--- src/rtl/mlfs_pkg.sv ---
// ----------------------------------------------------------------------------
// mlfs_pkg: shared types and constants of the marker/length frame splitter
// Field widths, result kinds, parser phases and register map.
// ----------------------------------------------------------------------------
package mlfs_pkg;

  // field widths
  localparam int unsigned ByteW   = 8;
  localparam int unsigned LenW    = 15;
  localparam int unsigned KindW   = 2;
  localparam int unsigned LenFieldBits = 16;

  // configuration port
  localparam int unsigned ApbDataW = 32;
  localparam int unsigned ApbAddrW = 3;
  localparam logic        RegMaxPayloadIdx = 1'b0;

  // frame constants
  localparam logic [ByteW-1:0] FrameMarker      = 8'd128;
  localparam logic [LenW-1:0]  MinPayloadLength = 15'd3;
  localparam logic [LenW-1:0]  MaxPayloadReset  = 15'd4096;

  // result kinds
  localparam logic [KindW-1:0] KindPayload   = 2'd0;
  localparam logic [KindW-1:0] KindBadMarker = 2'd1;
  localparam logic [KindW-1:0] KindBadLength = 2'd2;

  // parser phases
  typedef enum logic [2:0] {
    PH_MARKER  = 3'd0,
    PH_LEN_LO  = 3'd1,
    PH_LEN_HI  = 3'd2,
    PH_PAYLOAD = 3'd3,
    PH_DROP    = 3'd4
  } phase_e;

endpackage

--- src/rtl/mlfs_if.sv ---
// ----------------------------------------------------------------------------
// mlfs_if: valid/ready channels of the marker/length frame splitter
// Received byte channel and result channel, each with source and sink views.
// ----------------------------------------------------------------------------
interface mlfs_rx_if;
  logic                            valid;
  logic                            ready;
  logic [mlfs_pkg::ByteW-1:0]      rx_byte;
  logic                            chunk_end;

  modport source (output valid, output rx_byte, output chunk_end, input ready);
  modport sink   (input valid, input rx_byte, input chunk_end, output ready);
endinterface

interface mlfs_res_if;
  logic                            valid;
  logic                            ready;
  logic [mlfs_pkg::KindW-1:0]      result_kind;
  logic [mlfs_pkg::ByteW-1:0]      payload_byte;
  logic                            frame_last;
  logic [mlfs_pkg::LenW-1:0]       frame_length;

  modport source (output valid, output result_kind, output payload_byte,
                  output frame_last, output frame_length, input ready);
  modport sink   (input valid, input result_kind, input payload_byte,
                  input frame_last, input frame_length, output ready);
endinterface

--- src/rtl/marker_length_frame_splitter_core.sv ---
// ----------------------------------------------------------------------------
// marker_length_frame_splitter_core: start-byte, length-prefixed deframer
// Splits a byte stream into frames of marker, 16-bit length and payload.
// ----------------------------------------------------------------------------
// One received byte is taken per clock. Each byte is parsed in the cycle it
// is accepted and its result, if any, appears in the result register on the
// next cycle. The byte channel stays ready as long as the result register is
// empty or being emptied, so the stream is held off only in cycles where a
// result waits in the register and the result sink stalls. Errors (bad
// marker, length below 3 or above max_payload_length) give one result with
// zero payload fields; the rest of that receive chunk is then dropped.
// max_payload_length sits at byte address 0 of the APB port and should be
// written only while the block is idle.
module marker_length_frame_splitter_core (
  input  logic                              clk_i,
  input  logic                              rst_ni,
  // configuration port
  input  logic                              psel,
  input  logic                              penable,
  input  logic                              pwrite,
  input  logic [mlfs_pkg::ApbAddrW-1:0]     paddr,
  input  logic [mlfs_pkg::ApbDataW-1:0]     pwdata,
  output logic [mlfs_pkg::ApbDataW-1:0]     prdata,
  output logic                              pready,
  // streams
  mlfs_rx_if.sink                           rx_i,
  mlfs_res_if.source                        res_o
);

  // parser state
  mlfs_pkg::phase_e               phase_q, phase_d;
  logic [mlfs_pkg::ByteW-1:0]     len_lo_q, len_lo_d;
  logic [mlfs_pkg::LenW-1:0]      rem_q, rem_d;
  logic [mlfs_pkg::LenW-1:0]      cur_len_q, cur_len_d;
  logic [mlfs_pkg::LenW-1:0]      max_len_q;

  // result register
  logic                           res_valid_q;
  logic [mlfs_pkg::KindW-1:0]     res_kind_q;
  logic [mlfs_pkg::ByteW-1:0]     res_byte_q;
  logic                           res_last_q;
  logic [mlfs_pkg::LenW-1:0]      res_len_q;

  // combinational result of the current byte
  logic                           res_vld;
  logic [mlfs_pkg::KindW-1:0]     res_kind;
  logic [mlfs_pkg::ByteW-1:0]     res_byte;
  logic                           res_last;
  logic [mlfs_pkg::LenW-1:0]      res_len;

  logic                           in_ready;
  logic                           in_fire;
  logic                           cfg_wr;
  logic [mlfs_pkg::LenW-1:0]      raw_len;
  logic                           len_bad;
  logic [mlfs_pkg::LenW-1:0]      rem_dec;

  // handshake
  assign in_ready = !res_valid_q || res_o.ready;
  assign in_fire  = rx_i.valid && in_ready;
  assign rx_i.ready = in_ready;

  // configuration register
  assign pready = 1'b1;
  assign cfg_wr = psel && penable && pwrite
               && (paddr[mlfs_pkg::ApbAddrW-1] == mlfs_pkg::RegMaxPayloadIdx);
  assign prdata = (paddr[mlfs_pkg::ApbAddrW-1] == mlfs_pkg::RegMaxPayloadIdx)
                ? mlfs_pkg::ApbDataW'(max_len_q) : '0;

  always_ff @(posedge clk_i or negedge rst_ni) begin
    if (!rst_ni) begin
      max_len_q <= mlfs_pkg::MaxPayloadReset;
    end else if (cfg_wr) begin
      max_len_q <= pwdata[mlfs_pkg::LenW-1:0];
    end
  end

  // length check on the high length byte; a set sign bit is a negative length
  assign raw_len = {rx_i.rx_byte[mlfs_pkg::ByteW-2:0], len_lo_q};
  assign len_bad = rx_i.rx_byte[mlfs_pkg::ByteW-1]
                || (raw_len < mlfs_pkg::MinPayloadLength)
                || (raw_len > max_len_q);

  // remaining count after this payload byte
  assign rem_dec = (rem_q != '0) ? rem_q - mlfs_pkg::LenW'(1) : rem_q;

  // next state
  always_comb begin
    phase_d   = phase_q;
    len_lo_d  = len_lo_q;
    rem_d     = rem_q;
    cur_len_d = cur_len_q;
    unique case (phase_q)
      mlfs_pkg::PH_MARKER: begin
        if (rx_i.rx_byte != mlfs_pkg::FrameMarker) begin
          phase_d = rx_i.chunk_end ? mlfs_pkg::PH_MARKER : mlfs_pkg::PH_DROP;
        end else begin
          phase_d = mlfs_pkg::PH_LEN_LO;
        end
      end
      mlfs_pkg::PH_LEN_LO: begin
        len_lo_d = rx_i.rx_byte;
        phase_d  = mlfs_pkg::PH_LEN_HI;
      end
      mlfs_pkg::PH_LEN_HI: begin
        if (len_bad) begin
          phase_d = rx_i.chunk_end ? mlfs_pkg::PH_MARKER : mlfs_pkg::PH_DROP;
        end else begin
          cur_len_d = raw_len;
          rem_d     = raw_len;
          phase_d   = mlfs_pkg::PH_PAYLOAD;
        end
      end
      mlfs_pkg::PH_PAYLOAD: begin
        rem_d = rem_dec;
        if (rem_dec == '0) begin
          phase_d = mlfs_pkg::PH_MARKER;
        end
      end
      mlfs_pkg::PH_DROP: begin
        if (rx_i.chunk_end) begin
          phase_d = mlfs_pkg::PH_MARKER;
        end
      end
      default: begin
        phase_d = mlfs_pkg::PH_MARKER;
      end
    endcase
  end

  // result of the current byte
  always_comb begin
    res_vld  = 1'b0;
    res_kind = mlfs_pkg::KindPayload;
    res_byte = '0;
    res_last = 1'b0;
    res_len  = '0;
    unique case (phase_q)
      mlfs_pkg::PH_MARKER: begin
        if (rx_i.rx_byte != mlfs_pkg::FrameMarker) begin
          res_vld  = 1'b1;
          res_kind = mlfs_pkg::KindBadMarker;
        end
      end
      mlfs_pkg::PH_LEN_HI: begin
        if (len_bad) begin
          res_vld  = 1'b1;
          res_kind = mlfs_pkg::KindBadLength;
        end
      end
      mlfs_pkg::PH_PAYLOAD: begin
        res_vld  = 1'b1;
        res_byte = rx_i.rx_byte;
        res_last = (rem_dec == '0);
        res_len  = cur_len_q;
      end
      default: begin
        res_vld = 1'b0;
      end
    endcase
  end

  // parser state registers
  always_ff @(posedge clk_i or negedge rst_ni) begin
    if (!rst_ni) begin
      phase_q   <= mlfs_pkg::PH_MARKER;
      len_lo_q  <= '0;
      rem_q     <= '0;
      cur_len_q <= '0;
    end else if (in_fire) begin
      phase_q   <= phase_d;
      len_lo_q  <= len_lo_d;
      rem_q     <= rem_d;
      cur_len_q <= cur_len_d;
    end
  end

  // result register valid
  always_ff @(posedge clk_i or negedge rst_ni) begin
    if (!rst_ni) begin
      res_valid_q <= 1'b0;
    end else if (in_ready) begin
      res_valid_q <= in_fire && res_vld;
    end
  end

  // result register payload
  always_ff @(posedge clk_i) begin
    if (in_ready) begin
      res_kind_q <= res_kind;
      res_byte_q <= res_byte;
      res_last_q <= res_last;
      res_len_q  <= res_len;
    end
  end

  assign res_o.valid        = res_valid_q;
  assign res_o.result_kind  = res_kind_q;
  assign res_o.payload_byte = res_byte_q;
  assign res_o.frame_last   = res_last_q;
  assign res_o.frame_length = res_len_q;

  // payload phase always has bytes left to come
  a_payload_rem: assert property (@(posedge clk_i) disable iff (!rst_ni)
    phase_q == mlfs_pkg::PH_PAYLOAD |-> rem_q != '0)
    else $error("payload phase with zero bytes remaining");

  // an accepted frame length is never below the minimum
  a_payload_len: assert property (@(posedge clk_i) disable iff (!rst_ni)
    phase_q == mlfs_pkg::PH_PAYLOAD |-> cur_len_q >= mlfs_pkg::MinPayloadLength)
    else $error("payload phase with too short frame length");

  // the last payload byte shows up marked and parsing returns to the marker
  a_last_byte: assert property (@(posedge clk_i) disable iff (!rst_ni)
    in_fire && phase_q == mlfs_pkg::PH_PAYLOAD && rem_q == mlfs_pkg::LenW'(1)
    |=> res_o.valid && res_o.frame_last && phase_q == mlfs_pkg::PH_MARKER)
    else $error("final payload byte not marked");

  // chunk end while dropping resumes marker search
  a_drop_end: assert property (@(posedge clk_i) disable iff (!rst_ni)
    in_fire && phase_q == mlfs_pkg::PH_DROP && rx_i.chunk_end
    |=> phase_q == mlfs_pkg::PH_MARKER && !res_o.valid)
    else $error("drop did not end at chunk end");

  // error results carry zero payload fields
  a_err_zero: assert property (@(posedge clk_i) disable iff (!rst_ni)
    res_o.valid && res_o.result_kind != mlfs_pkg::KindPayload
    |-> res_o.payload_byte == '0 && !res_o.frame_last && res_o.frame_length == '0)
    else $error("error result with nonzero payload fields");

endmodule
--- src/flat_wrapper.sv ---
// flat-port wrapper written by rule: the top's interface ports become plain ports
module marker_length_frame_splitter_core_flat 
  (clk_i, rst_ni, psel, penable, pwrite, paddr, pwdata, prdata, pready, rx_i_valid, rx_i_rx_byte, rx_i_chunk_end, rx_i_ready, res_o_valid, res_o_result_kind, res_o_payload_byte, res_o_frame_last, res_o_frame_length, res_o_ready);
  mlfs_rx_if rx_i_i ();
  mlfs_res_if res_o_i ();
  input  logic clk_i;
  input  logic rst_ni;
  input  logic psel;
  input  logic penable;
  input  logic pwrite;
  input  logic [mlfs_pkg::ApbAddrW-1:0] paddr;
  input  logic [mlfs_pkg::ApbDataW-1:0] pwdata;
  output logic [mlfs_pkg::ApbDataW-1:0] prdata;
  output logic pready;
  input wire logic [$bits(rx_i_i.valid)-1:0] rx_i_valid;
  input wire logic [$bits(rx_i_i.rx_byte)-1:0] rx_i_rx_byte;
  input wire logic [$bits(rx_i_i.chunk_end)-1:0] rx_i_chunk_end;
  output wire logic [$bits(rx_i_i.ready)-1:0] rx_i_ready;
  output wire logic [$bits(res_o_i.valid)-1:0] res_o_valid;
  output wire logic [$bits(res_o_i.result_kind)-1:0] res_o_result_kind;
  output wire logic [$bits(res_o_i.payload_byte)-1:0] res_o_payload_byte;
  output wire logic [$bits(res_o_i.frame_last)-1:0] res_o_frame_last;
  output wire logic [$bits(res_o_i.frame_length)-1:0] res_o_frame_length;
  input wire logic [$bits(res_o_i.ready)-1:0] res_o_ready;
  assign rx_i_i.valid = rx_i_valid;
  assign rx_i_i.rx_byte = rx_i_rx_byte;
  assign rx_i_i.chunk_end = rx_i_chunk_end;
  assign rx_i_ready = rx_i_i.ready;
  assign res_o_valid = res_o_i.valid;
  assign res_o_result_kind = res_o_i.result_kind;
  assign res_o_payload_byte = res_o_i.payload_byte;
  assign res_o_frame_last = res_o_i.frame_last;
  assign res_o_frame_length = res_o_i.frame_length;
  assign res_o_i.ready = res_o_ready;
  marker_length_frame_splitter_core u_core (.clk_i(clk_i), .rst_ni(rst_ni), .psel(psel), .penable(penable), .pwrite(pwrite), .paddr(paddr), .pwdata(pwdata), .prdata(prdata), .pready(pready), .rx_i(rx_i_i), .res_o(res_o_i));
endmodule
--- config.mk ---
export PLATFORM = sky130hd
export DESIGN_NAME = marker_length_frame_splitter_core_flat
export DESIGN_NICKNAME = d
export VERILOG_FILES = /design/src/rtl/mlfs_pkg.sv /design/src/rtl/mlfs_if.sv /design/src/rtl/marker_length_frame_splitter_core.sv /design/src/flat_wrapper.sv
export SDC_FILE = /design/constraint.sdc
export NUM_CORES = 1
export LEC_CHECK = 0
export BUFFER_PORTS_ARGS = -buffer_cell sky130_fd_sc_hd__buf_2
export CAP_MARGIN = 20
export CORE_ASPECT_RATIO = 1.75
export CORE_MARGIN = 5
export CORE_UTILIZATION = 35
export DETAILED_ROUTE_END_ITERATION = 6
export SLEW_MARGIN = 40
export SYNTH_ARGS = -nofsm -noshare
export SYNTH_HDL_FRONTEND = slang
export SYNTH_SLANG_ARGS = --single-unit
--- constraint.sdc ---
create_clock -name clk_i -period 3.35 [get_ports clk_i]
set_clock_uncertainty 0.15 [all_clocks]
set_input_delay 0 -clock clk_i [delete_from_list [all_inputs] [get_ports clk_i]]
set_output_delay 0 -clock clk_i [all_outputs]
set_load 0.02 [all_outputs]
; ---- Word-level counts from Yosys, hierarchy flattened
; Index checks and enable logic that the tools add are counted.
[word_totals]
register_bits = 83
input_bits = 51
word_cells = 56
output_inout_bits = 61
[classes]
n_reduce_logical = 17
n_addsub = 1
n_bitwise = 2
eq_ne = 8
n_lt_le_gt_ge = 2
mux = 16
[op_table]
columns = op, n
row1 = 15-bit two-way mux, 3
row2 = 15-bit case mux with 2 select lines, 1
row3 = 15-bit > comparator, 1
row4 = 15-bit logical NOT, 1
row5 = "15-bit by 2-bit < comparator with 1-bit output, second input constant", 1
row6 = 3-bit two-way mux, 5
row7 = 3-bit case mux with 5 select lines, 1
row8 = 15-bit nonzero test, 1
row9 = "15-bit by 1-bit subtractor with 15-bit output, second input constant", 1
row10 = 3-bit AND reduction, 3
row11 = "8-bit != test, second input constant", 1
row12 = "3-bit by 2-bit equality test with 1-bit output, second input constant", 2
row13 = 1-bit logical AND, 5
row14 = "2-bit != test, second input constant", 2
row15 = 2-bit case mux with 2 select lines, 1
row16 = "3-bit by 1-bit equality test with 1-bit output, second input constant", 1
row17 = "3-bit equality test, second input constant", 1
row18 = 3-bit logical NOT, 1
row19 = 1-bit logical OR, 3
row20 = 1-bit two-way mux, 3
row21 = 1-bit case mux with 3 select lines, 1
row22 = 2-bit two-way mux, 1
row23 = "2-bit by 1-bit != test with 1-bit output, second input constant", 1
row24 = 1-bit inverter, 2
row25 = 3 further kinds, 3

; ---- Logic depth before layout (Yosys ltp)
[logic_depth]
ltp_word = 6
ltp_mapped = 9
ltp_nobuf = 8

; ---- Worst setup path before layout
; Ideal clock, no wire load.
[synth_path]
path_kind = register to register
from = register u_core.res_valid_q, in the netlist u_core.res_o.valid
to = register u_core.cur_len_q[10] (netlist bit)
synth_period_minus_slack_ps = 2845
n_path_buf = 1
arrival_ps = 2571
setup_ps = 125
required_time_ps = 3075
setup_slack_ps = 505
stages_incl_launch_ff = 6
path_cell_list = dfrtp_1 nand2b_1 and3_1 o2111ai_1 clkbuf_1 mux2_2
[synth_via]
elab_chain_len = 4
[synth_lines]
columns = element, line_no
row1 = from (decl), marker_length_frame_splitter_core.sv:38  ; logic res_valid_q;
row2 = from (signal assigned), marker_length_frame_splitter_core.sv:183  ; res_valid_q <= in_fire && res_vld;
row3 = 1-bit logical NOT, marker_length_frame_splitter_core.sv:59  ; assign in_ready = !res_valid_q || res_o.ready;
row4 = 1-bit logical OR, marker_length_frame_splitter_core.sv:59
row5 = via rx_i_ready, flat_wrapper.sv:18  ; output wire logic [$bits(rx_i_i.ready)-1:0] rx_i_ready;
row6 = 1-bit logical AND, marker_length_frame_splitter_core.sv:60  ; assign in_fire = rx_i.valid && in_ready;
row7 = 3-bit AND reduction (no line), --
row8 = to (signal assigned), marker_length_frame_splitter_core.sv:174  ; cur_len_q <= cur_len_d;
row9 = to (decl), marker_length_frame_splitter_core.sv:34  ; logic [mlfs_pkg::LenW-1:0] cur_len_q, cur_len_d;
; The timed path passes the listed nets, and every way through them passes these cells.
; A chain may end at the register's enable or synchronous reset.

; ---- Final worst setup path
[layout_path]
from = register u_core.rem_q[0] (netlist bit)
to = register u_core.phase_q[1]
[layout_via]
elab_chain_len = 5
elab_cells_between_ends = 6
classes_between = 1 x add/sub / 1 x eq/ne / 1 x mux / 3 x reduce/logical
[layout_lines]
columns = element, line_no
row1 = from (decl), marker_length_frame_splitter_core.sv:33  ; logic [mlfs_pkg::LenW-1:0] rem_q, rem_d;
row2 = from (signal assigned), marker_length_frame_splitter_core.sv:173  ; rem_q <= rem_d;
row3 = 15-bit by 1-bit subtractor with 15-bit output / 15-bit nonzero test (equally long branches), marker_length_frame_splitter_core.sv:85  ; assign rem_dec = (rem_q != '0) ? rem_q - mlfs_pkg::LenW'(1) : rem_q;
row4 = 15-bit two-way mux (*), marker_length_frame_splitter_core.sv:85
row5 = 15-bit logical NOT (*), marker_length_frame_splitter_core.sv:116  ; if (rem_dec == '0) begin
row6 = 2-bit by 1-bit != test with 1-bit output (no line) (*), --
row7 = 3-bit AND reduction (no line) (*), --
row8 = to (signal assigned), marker_length_frame_splitter_core.sv:166  ; phase_q <= mlfs_pkg::PH_MARKER;
row9 = to (signal assigned), marker_length_frame_splitter_core.sv:171  ; phase_q <= phase_d;
row10 = to (decl), marker_length_frame_splitter_core.sv:31  ; mlfs_pkg::phase_e phase_q, phase_d;
; Every way passes the cells marked *; elsewhere a longest branch is shown, timed or not.

==> metrics.yaml <==
utilization: 0.4390
fp.dieH_um: 159.2
yosysWarnings: 0
yosysSeqAreaShare: 0.4958
rsz0062_at_grt: "false"
worst_pin_slew_ps: 721.9
hold_viol: 0
portBuffers: 74
vias_per_cell: 5.201
diodes: 0
place_congestion: 0.8768
synth.most_common_cell: "dfrtp_1"
async_reset_ff_frac: 0.6867
die_area_um2: 15170
crit_path_start: "u_core.rem_q[0]"
ant_nets: 0
max-cap-violations: 0
avgSynthCellArea_um2: 10.71
worstSetupPathType: "flop to flop"
cp.required_ps: 3420
maxSlewViolCount: 0
dp_hpwl_mm: 8.478
routed-via-count: 3568
drtIter0Drc: 192
cts-root-buf: "clkbuf_16"
clockBufferDepth: 2
syn_inst: 416
grt_max_degree: 42
io_pins: 112
drt-met1-wl_mm: 4.151
grt_usage: 0.1588
startpoint_type: "flop"
fin_tns_setup_ps: 0
power.leakage_nw: 2.557
min_path_type: "primary input to flop"
cp_max_fo: 9
fmax_mhz: 331.0
h-tree-depth: 3
drive_gt1_frac: 0.2838
r2r_slack_ps: 330
synth_edf_count: 26
dominantRegCellSynth: "dfrtp_1"
cp.arrival_ps: 3090
min_path_cells: 3
fin_cells: 686
cp_top_family: "simple AND/OR/NAND/NOR gates"
ys_top_cells_by_area: "dfrtp_1, edfxtp_1, mux2_2, ha_1, and2_1"
initial_core_util: 0.3564
coreArea_um2: 12500
dp.cells: 644
grt_pass1_wl_mm: 18.45
powerDensity_nw_per_um2: 575.3
r2r-start: "u_core.rem_q[0]"
grt_overflow: 0
setup_viol: 0
period_needed_ps: 3021
cts_buffers: 9
holdPathEnd: "u_core.max_len_q[1]"
status: "complete, no violations"
route.detailed.drc: 0
grt_antenna_before_repair: 0
period_share: 0.9017
die_w_um: 95.28
slew_headroom: 0.5182
path_cells: "inv_1 > ha_1 > or4b_4 > a311oi_4 > xor2_1 > or4_1 > or4b_1 > o211ai_2"
cts_tree: "yes"
worst_slack_ps: 329.2
clk_pin_slew_ps: 70
ys_ff_latch: 83
synth_largest_area_cell: "dfrtp_1"
std_cell_rows: 54
cp_slowest_cell: "or4_1"
synth_top_area_share: 0.3146
totalWireLength_mm: 11.73
wl_met2_mm: 6.553
cp_num_buf_inv: 1
ir_drop_v: 0.0003234
met3WireLength_um: 487
end_kind: "flop"
r2r-end: "u_core.phase_q[1]"
min_from: "penable"
slowest_delay_ps: 600
wl_per_cell_um: 17.10
topRoutingLayerUsed: "met4"
drtPass1Iterations: 4
cts_sinks: 83
ys_types: 61
syn-cell-area_um2: 4454
grt_pass1_vias: 3664
syn_to_final_growth_pct: 23.20
preCtsSetupSlack_ps: 385.9
r2r_cells: 8
nFillCells: 1205
whs_ps: 16.10
clk_latency_ps: 350
fin_nets: 580
synth_commonest_cells: "dfrtp_1, mux2_2, nor2_1"
## state kept, by name, summed over array words and instances, names as in the netlist
name                       cells
u_core.phase_q                 3
u_core.max_len_q              15
u_core.res_o.valid             1
u_core.len_lo_q                8
u_core.cur_len_q              15
u_core.rem_q                  15
u_core.res_o.result_kind       2
u_core.res_o.payload_byte      8
u_core.res_o.frame_length     15
u_core.res_o.frame_last        1
## worst reg2reg max path, stage by stage, from the launching register on
cell and delay (ps):
dfrtp_1 440, inv_1 80, ha_1 260, or4b_4 570
a311oi_4 380, xor2_1 110, or4_1 600, or4b_1 220
o211ai_2 70
## through the flow
stage | total power [mW] | cell area [µm²]
2_1_floorplan | 1.899 | 4514
3_3_place_gp | 2.098 | 4920
3_5_place_dp | 2.123 | 4922
4_1_cts | 3.175 | 5480
5_1_grt | 3.307 | 5488
6_report | 3.157 | 5488
## routing by layer
layer / global-route usage / up-vias
met5: 0 / -
met4: 0.09790 / 0
met3: 0.03262 / 32
met2: 0.2912 / 120
met1: 0.1560 / 1745
li1: - / 1671
## where the power goes
group / switching, mW / internal [mW]
Clock: 0.440 / 0.589
Combinational: 0.507 / 0.308
Sequential: 0.108 / 1.20
Total: 1.05 / 2.10
## cell families after synthesis
group / share of synthesized area
mux: 0.09354
other cells: 0.001686
flops: 0.4958
xor+xnor: 0.003933
simple gates: 0.1604
buf+inv: 0.07022
compound gates: 0.1295
fa+ha+maj: 0.04494
## worst max-delay path by stage
stage               cells after the start  slack (ps)              endpoint
floorplan                               5         500  u_core.cur_len_q[10]
finish                                  8         330     u_core.phase_q[1]
global placement                        8         420     u_core.phase_q[1]
detailed placement                      8         390     u_core.phase_q[1]
global route                            8         180     u_core.phase_q[0]
CTS                                     8         360     u_core.phase_q[1]
## cells in the final DEF (no fill, tap or decap), types with 3 or more instances in the layout
master          n
nor2_1         30
ha_1           16
inv_1          22
buf_2          73
clkbuf_16       9
or2_2           4
nor3_1         11
mux2_2         37
nand3_1         4
a211oi_1        3
dfrtp_1        56
nor4_1         11
buf_4           9
o31ai_1         7
nand2_1        17
nand2b_1        5
edfxtp_1       26
o2111ai_1       3
a22oi_1         3
o22a_1          3
o21ai_0        27
a21oi_1        18
o21a_1          3
conb_1         18
dlygate4sd3_1  25
or4_1           4
and2_1         23
nand4_1         3
or3_1           4
## area by class of cell
cell class / count / area [µm²] / share of cell area
Timing Repair Buffer: 107 / 683.2 / 0.1245
Clock inverter: 7 / 82.58 / 0.01505
Inverter: 22 / 82.58 / 0.01505
Clock buffer: 9 / 225.2 / 0.04104
Multi-Input combinational cell: 290 / 1996 / 0.3637
Tap cell: 168 / 210.2 / 0.03830
Sequential cell: 83 / 2208 / 0.4024
## timing repair
item                      4_1_cts  5_1_grt
hold endpoints to repair       90        0
resized for setup               0        0
hold buffers                   25        0
buffers inserted                0        0
No activity file was read; power rests on OpenSTA's default activity.
